<file path="src/sv/mvht_pkg.sv">
`default_nettype none

package mvht_pkg;

    // field widths
    localparam int KIND_W   = 2;
    localparam int MAC_W    = 48;
    localparam int VLAN_W   = 12;
    localparam int PORT_W   = 14;
    localparam int STATUS_W = 3;
    localparam int CNT_W    = 11;

    // hash constants
    localparam int          HASH_SPAN = 24;
    localparam logic [31:0] HASH_MULT = 32'h009e3701;

    // record limit after reset
    localparam logic [CNT_W-1:0] RECORD_LIMIT_RST = 11'd1024;

    // request kinds
    localparam logic [KIND_W-1:0] KIND_INSERT = 2'd0;
    localparam logic [KIND_W-1:0] KIND_REMOVE = 2'd1;
    localparam logic [KIND_W-1:0] KIND_LOOKUP = 2'd2;

    // result status codes
    localparam logic [STATUS_W-1:0] ST_ADDED     = 3'd0;
    localparam logic [STATUS_W-1:0] ST_UPDATED   = 3'd1;
    localparam logic [STATUS_W-1:0] ST_REMOVED   = 3'd2;
    localparam logic [STATUS_W-1:0] ST_FOUND     = 3'd3;
    localparam logic [STATUS_W-1:0] ST_NOT_FOUND = 3'd4;
    localparam logic [STATUS_W-1:0] ST_FULL      = 3'd5;

    // one table row
    typedef struct packed {
        logic              valid;
        logic [MAC_W-1:0]  key;
        logic [VLAN_W-1:0] vlan;
        logic [PORT_W-1:0] port;
        logic              is_dynamic;
    } entry_t;

endpackage

`default_nettype wire

</file>
<file path="src/sv/mvht_hash.sv">
`default_nettype none

module mvht_hash
    import mvht_pkg::*;
#(
    parameter int HASH_BITS = 8
) (
    input  wire logic                 aclk,
    input  wire logic [HASH_SPAN-1:0] key_top,
    output logic      [HASH_BITS-1:0] bucket
);

    logic [31:0]          prod;
    logic [HASH_BITS-1:0] bucket_reg;

    // product kept modulo 2^32
    assign prod = 32'(key_top * HASH_MULT);

    // registered bucket select
    always_ff @(posedge aclk) begin
        bucket_reg <= prod[HASH_SPAN-HASH_BITS +: HASH_BITS];
    end

    assign bucket = bucket_reg;

endmodule

`default_nettype wire
</file>
<file path="config.mk">
export PLATFORM = sky130hd
export DESIGN_NAME = mvht_hash
export DESIGN_NICKNAME = d
export VERILOG_FILES = /design/src/sv/mvht_pkg.sv /design/src/sv/mvht_hash.sv
export SDC_FILE = /design/constraint.sdc
export NUM_CORES = 1
export LEC_CHECK = 0
export ABC_CLOCK_PERIOD_IN_PS = 5400
export BUFFER_PORTS_ARGS = -buffer_cell sky130_fd_sc_hd__buf_4
export CAP_MARGIN = 20
export CORE_UTILIZATION = 61
export CTS_BUF_LIST = sky130_fd_sc_hd__clkbuf_16
export DETAILED_ROUTE_END_ITERATION = 10
export PLACE_DENSITY = 0.92
export SLEW_MARGIN = 20
export SYNTH_ARGS = -nofsm -noshare
export SYNTH_HDL_FRONTEND = slang
export SYNTH_SLANG_ARGS = --single-unit
export TNS_END_PERCENT = 100
</file>
<file path="constraint.sdc">
create_clock -name aclk -period 5.4 [get_ports aclk]
set_clock_uncertainty 0.05 [all_clocks]
set_input_delay 0.81 -clock aclk [delete_from_list [all_inputs] [get_ports aclk]]
set_output_delay 0.81 -clock aclk [all_outputs]
set_load 0.1 [all_outputs]
</file>
==> results by group <==
Yosys
  • Post-synthesis cell type count: 21
  • Number of synthesized flops with an enable pin: 0
  • Ranking of synthesized cells by area: ha_1, fa_1, inv_1
  • Synth Warn #: 0
  • Average size of a mapped cell: roughly 10 sq um
  • Syn Nets: 467
  • Seq cells post-synth: 8
  • Mapped Cells: between 300 and 400
  • Adder-cell area share of the yosys netlist: 0.676
  • Share of Yosys cell area claimed by the top area cell type: 0.342
  • Post-Syn Area: slightly above 3000 sq um
  • Seq/Total Area, Yosys: 0.0514
  • XOR/XNOR share of the synthesized area: 0.101
  • Top cells by count, synth: inv_1, ha_1, fa_1
  • Dominant cell by count in the synthesized netlist: inv_1
  • Post-Synth Simple-Gate Area: 0.0221
  • Prevailing post-synth register cell: dfxtp_1
  • Yosys top cell by area: ha_1
  • Complex-gate fraction of the synthesized area: 0.0398
  • Async set or reset register ratio after synthesis: 0
  • Mux contribution to synthesized area: 0
  • Largest family of logic cells by synthesized area: adder cells

Timing
  • Slew Limit Fails: 0
  • Tcrit/Tclk final: 0.959
  • PnR worst setup slack: between 200 and 250 ps
  • Minimum clock period after layout: ~5200 ps
  • Final-report setup violation count: 0
  • Hold Vio Cnt, Final: 0
  • RSZ-0062 raised after global routing: no
  • Peak Freq: roughly 190 MHz
  • Worst-Margin Slew: roughly 360 ps
  • Max-slew headroom at the worst pin: 0.761

GRT
  • Maximum number of pins on one net before global-route repair: 9
  • First-pass GRT wire length: about 10 mm
  • Vias in the first global route: around 2300
  • Initial antenna violation count: 0
  • Total Routing Usage GR: 0.261
  • Total congestion overflow: 0

Detailed routing
  • WL/cell: 14.9 um
  • First-pass iteration count of the detailed router: 4
  • DR vias: approximately 2100
  • Initial DRC Count: slightly below 80
  • DRC viols: 0
  • Routed wire length: 6.08 mm
  • Mean number of vias per cell: just over 5
  • Antenna violation net count after detailed routing: 0

Setup path
  • Worst Path Required: ~5500 ps
  • Crit-path slowest cell: fa_1
  • Most used cell, CP: ha_1
  • CP Launch Type: input port
  • Critical Path End Type: flop
  • Arr. time, crit path: around 5300 ps
  • Biggest cell delay along the critical path: between 500 and 600 ps
  • Worst-path maximum fanout: 5
  • Crit-path cells: buf_4 > ha_1 > xor2_1 > ha_1 > a21o_1 > ha_1 > fa_1 > fa_1 > inv_1 > fa_1 > inv_1 > ha_1 > ha_1 > o21ai_0 > nand2b_1 > and2_1 > o21a_1 > a21oi_2 > xnor2_1
  • CP startpoint: key_top[6]
  • Crit Path Class: in2reg
  • Setup crit end: bucket[7]

Clock tree
  • Post-CTS Setup Repair Bufs: 0
  • H-tree depth: 1
  • Total CTS buffers: 3
  • Worst-case clock buffer depth: 2
  • CTS tree: yes
  • CTS Hold Bufs: 0
  • Clock root cell: clkbuf_16
  • Clock Sinks: 8
  • Clk slew on worst S/H paths: around 40 ps

Die
  • Initial core utilization: 0.646
  • I/O pin count: 33
  • Area of the core: approximately 4800 sq um
  • Die ar.: ~5400 sq um
  • Die X: around 73 um
  • Die height: 73.5 um
  • Cell Rows: 25

Cells and area
  • Fin nets: just over 500
  • Fill count: 332
  • Antenna Cells: 0
  • Fraction of layout instances using a drive strength above 1: 0.111
  • Area growth, synth to finish: 13.2%
  • Max FFs per register: 8
  • Finished Layout Cells: about 400

Placed design
  • Detailed Place HPWL: about 5.7 mm
  • Placed insts: between 400 and 500
  • Final GP Congestion: 0.994
  • I/O Buffers: 32
  • Setup Slack @ Placement: -59.8 ps

Worst hold path
  • Min-delay worst type: in2reg

Status
  • Outcome: finished, final reports clean

Run
  • Max-cap viol count: 0
[per-stage QoR]
step	util	hold slack, ps	TNS (ps)	area, sq um
finish	0.732	1290	0	3520
global route	0.732	1340	0	3520
CTS	0.731	1280	0	3520
detailed placement	0.715	1260	-59.8	3450
global placement	0.715	1250	0	3450
floorplan	-	1320	0	3110
[layout by cell type (no fill, tap or decap)]
| cell | synthesis | routed |
|---|---|---|
| inv_1 | 91 | 91 |
| ha_1 | 85 | 85 |
| fa_1 | 52 | 52 |
| buf_4 | 0 | 33 |
| xnor2_1 | 26 | 26 |
| xor2_1 | 10 | 10 |
| dfxtp_1 | 8 | 8 |
| a21oi_1 | 8 | 7 |
| and2_1 | 4 | 4 |
| nand2_1 | 4 | 4 |
| o21ai_0 | 3 | 3 |
| a21o_1 | 3 | 3 |
| clkbuf_16 | 0 | 3 |
| o211ai_1 | 2 | 2 |
| nand4b_1 | 1 | 1 |
| o21bai_1 | 1 | 1 |
| a21o_2 | 1 | 1 |
| nand2b_1 | 1 | 1 |
| nand3_1 | 1 | 1 |
| nor2_1 | 1 | 1 |
| nor3_1 | 1 | 1 |
| o21a_1 | 1 | 1 |
| a211oi_1 | 1 | 1 |
| a21oi_2 | 0 | 1 |
[cell type report]
type,count,area (sq um),share of cell area
Clock buffer,3,75.1,0.0213
Inverter,91,342,0.0969
Multi-Input combinational cell,206,2620,0.742
Sequential cell,8,160,0.0454
Tap cell,67,83.8,0.0238
Timing Repair Buffer,33,248,0.0703
[worst max-delay path: cells and delay by family]
kind | cells | cell delay (ps)
XOR/XNOR | 2 | 290
adder cells (fa/ha/maj) | 8 | 3080
buffers and inverters | 3 | 240
AND/OR/NAND/NOR | 2 | 270
AO/OA/AOI/OAI | 4 | 620
[worst min path at each step]
stage	slack, ps	cells past startpoint	startpoint	to
after floorplan	1320	5	key_top[14]	bucket[7]
after global placement	1250	1	bucket[2]	bucket[2]
after detailed placement	1260	1	bucket[7]	bucket[7]
after CTS	1280	6	key_top[14]	bucket[7]
after global routing	1340	6	key_top[14]	bucket[7]
final	1290	6	key_top[14]	bucket[7]
[repair_timing]
item                       CTS  global route
resized for setup            0             1
hold endpoints to repair     0             0
setup endpoints to repair    0             1
[per-layer routing]
layer | wire length, um | global-route usage | share of wire | vias to the layer above
met4 | 133 | 0.0833 | 0.022 | 0
met1 | 2530 | 0.330 | 0.42 | 1007
li1 | - | - | - | 1005
met3 | 300 | 0.0151 | 0.049 | 13
met5 | 0 | 0 | 0 | -
met2 | 3110 | 0.476 | 0.51 | 67
[logic make-up after synthesis]
logic type      count (synthesis)
fa+ha+maj                     137
buf+inv                        91
xor+xnor                       36
compound gates                 20
simple gates                   13
flops                           8
Power is left out: the tool's default activity adds up to more than one toggle a clock period on the data nets, which glitch-free logic cannot reach.
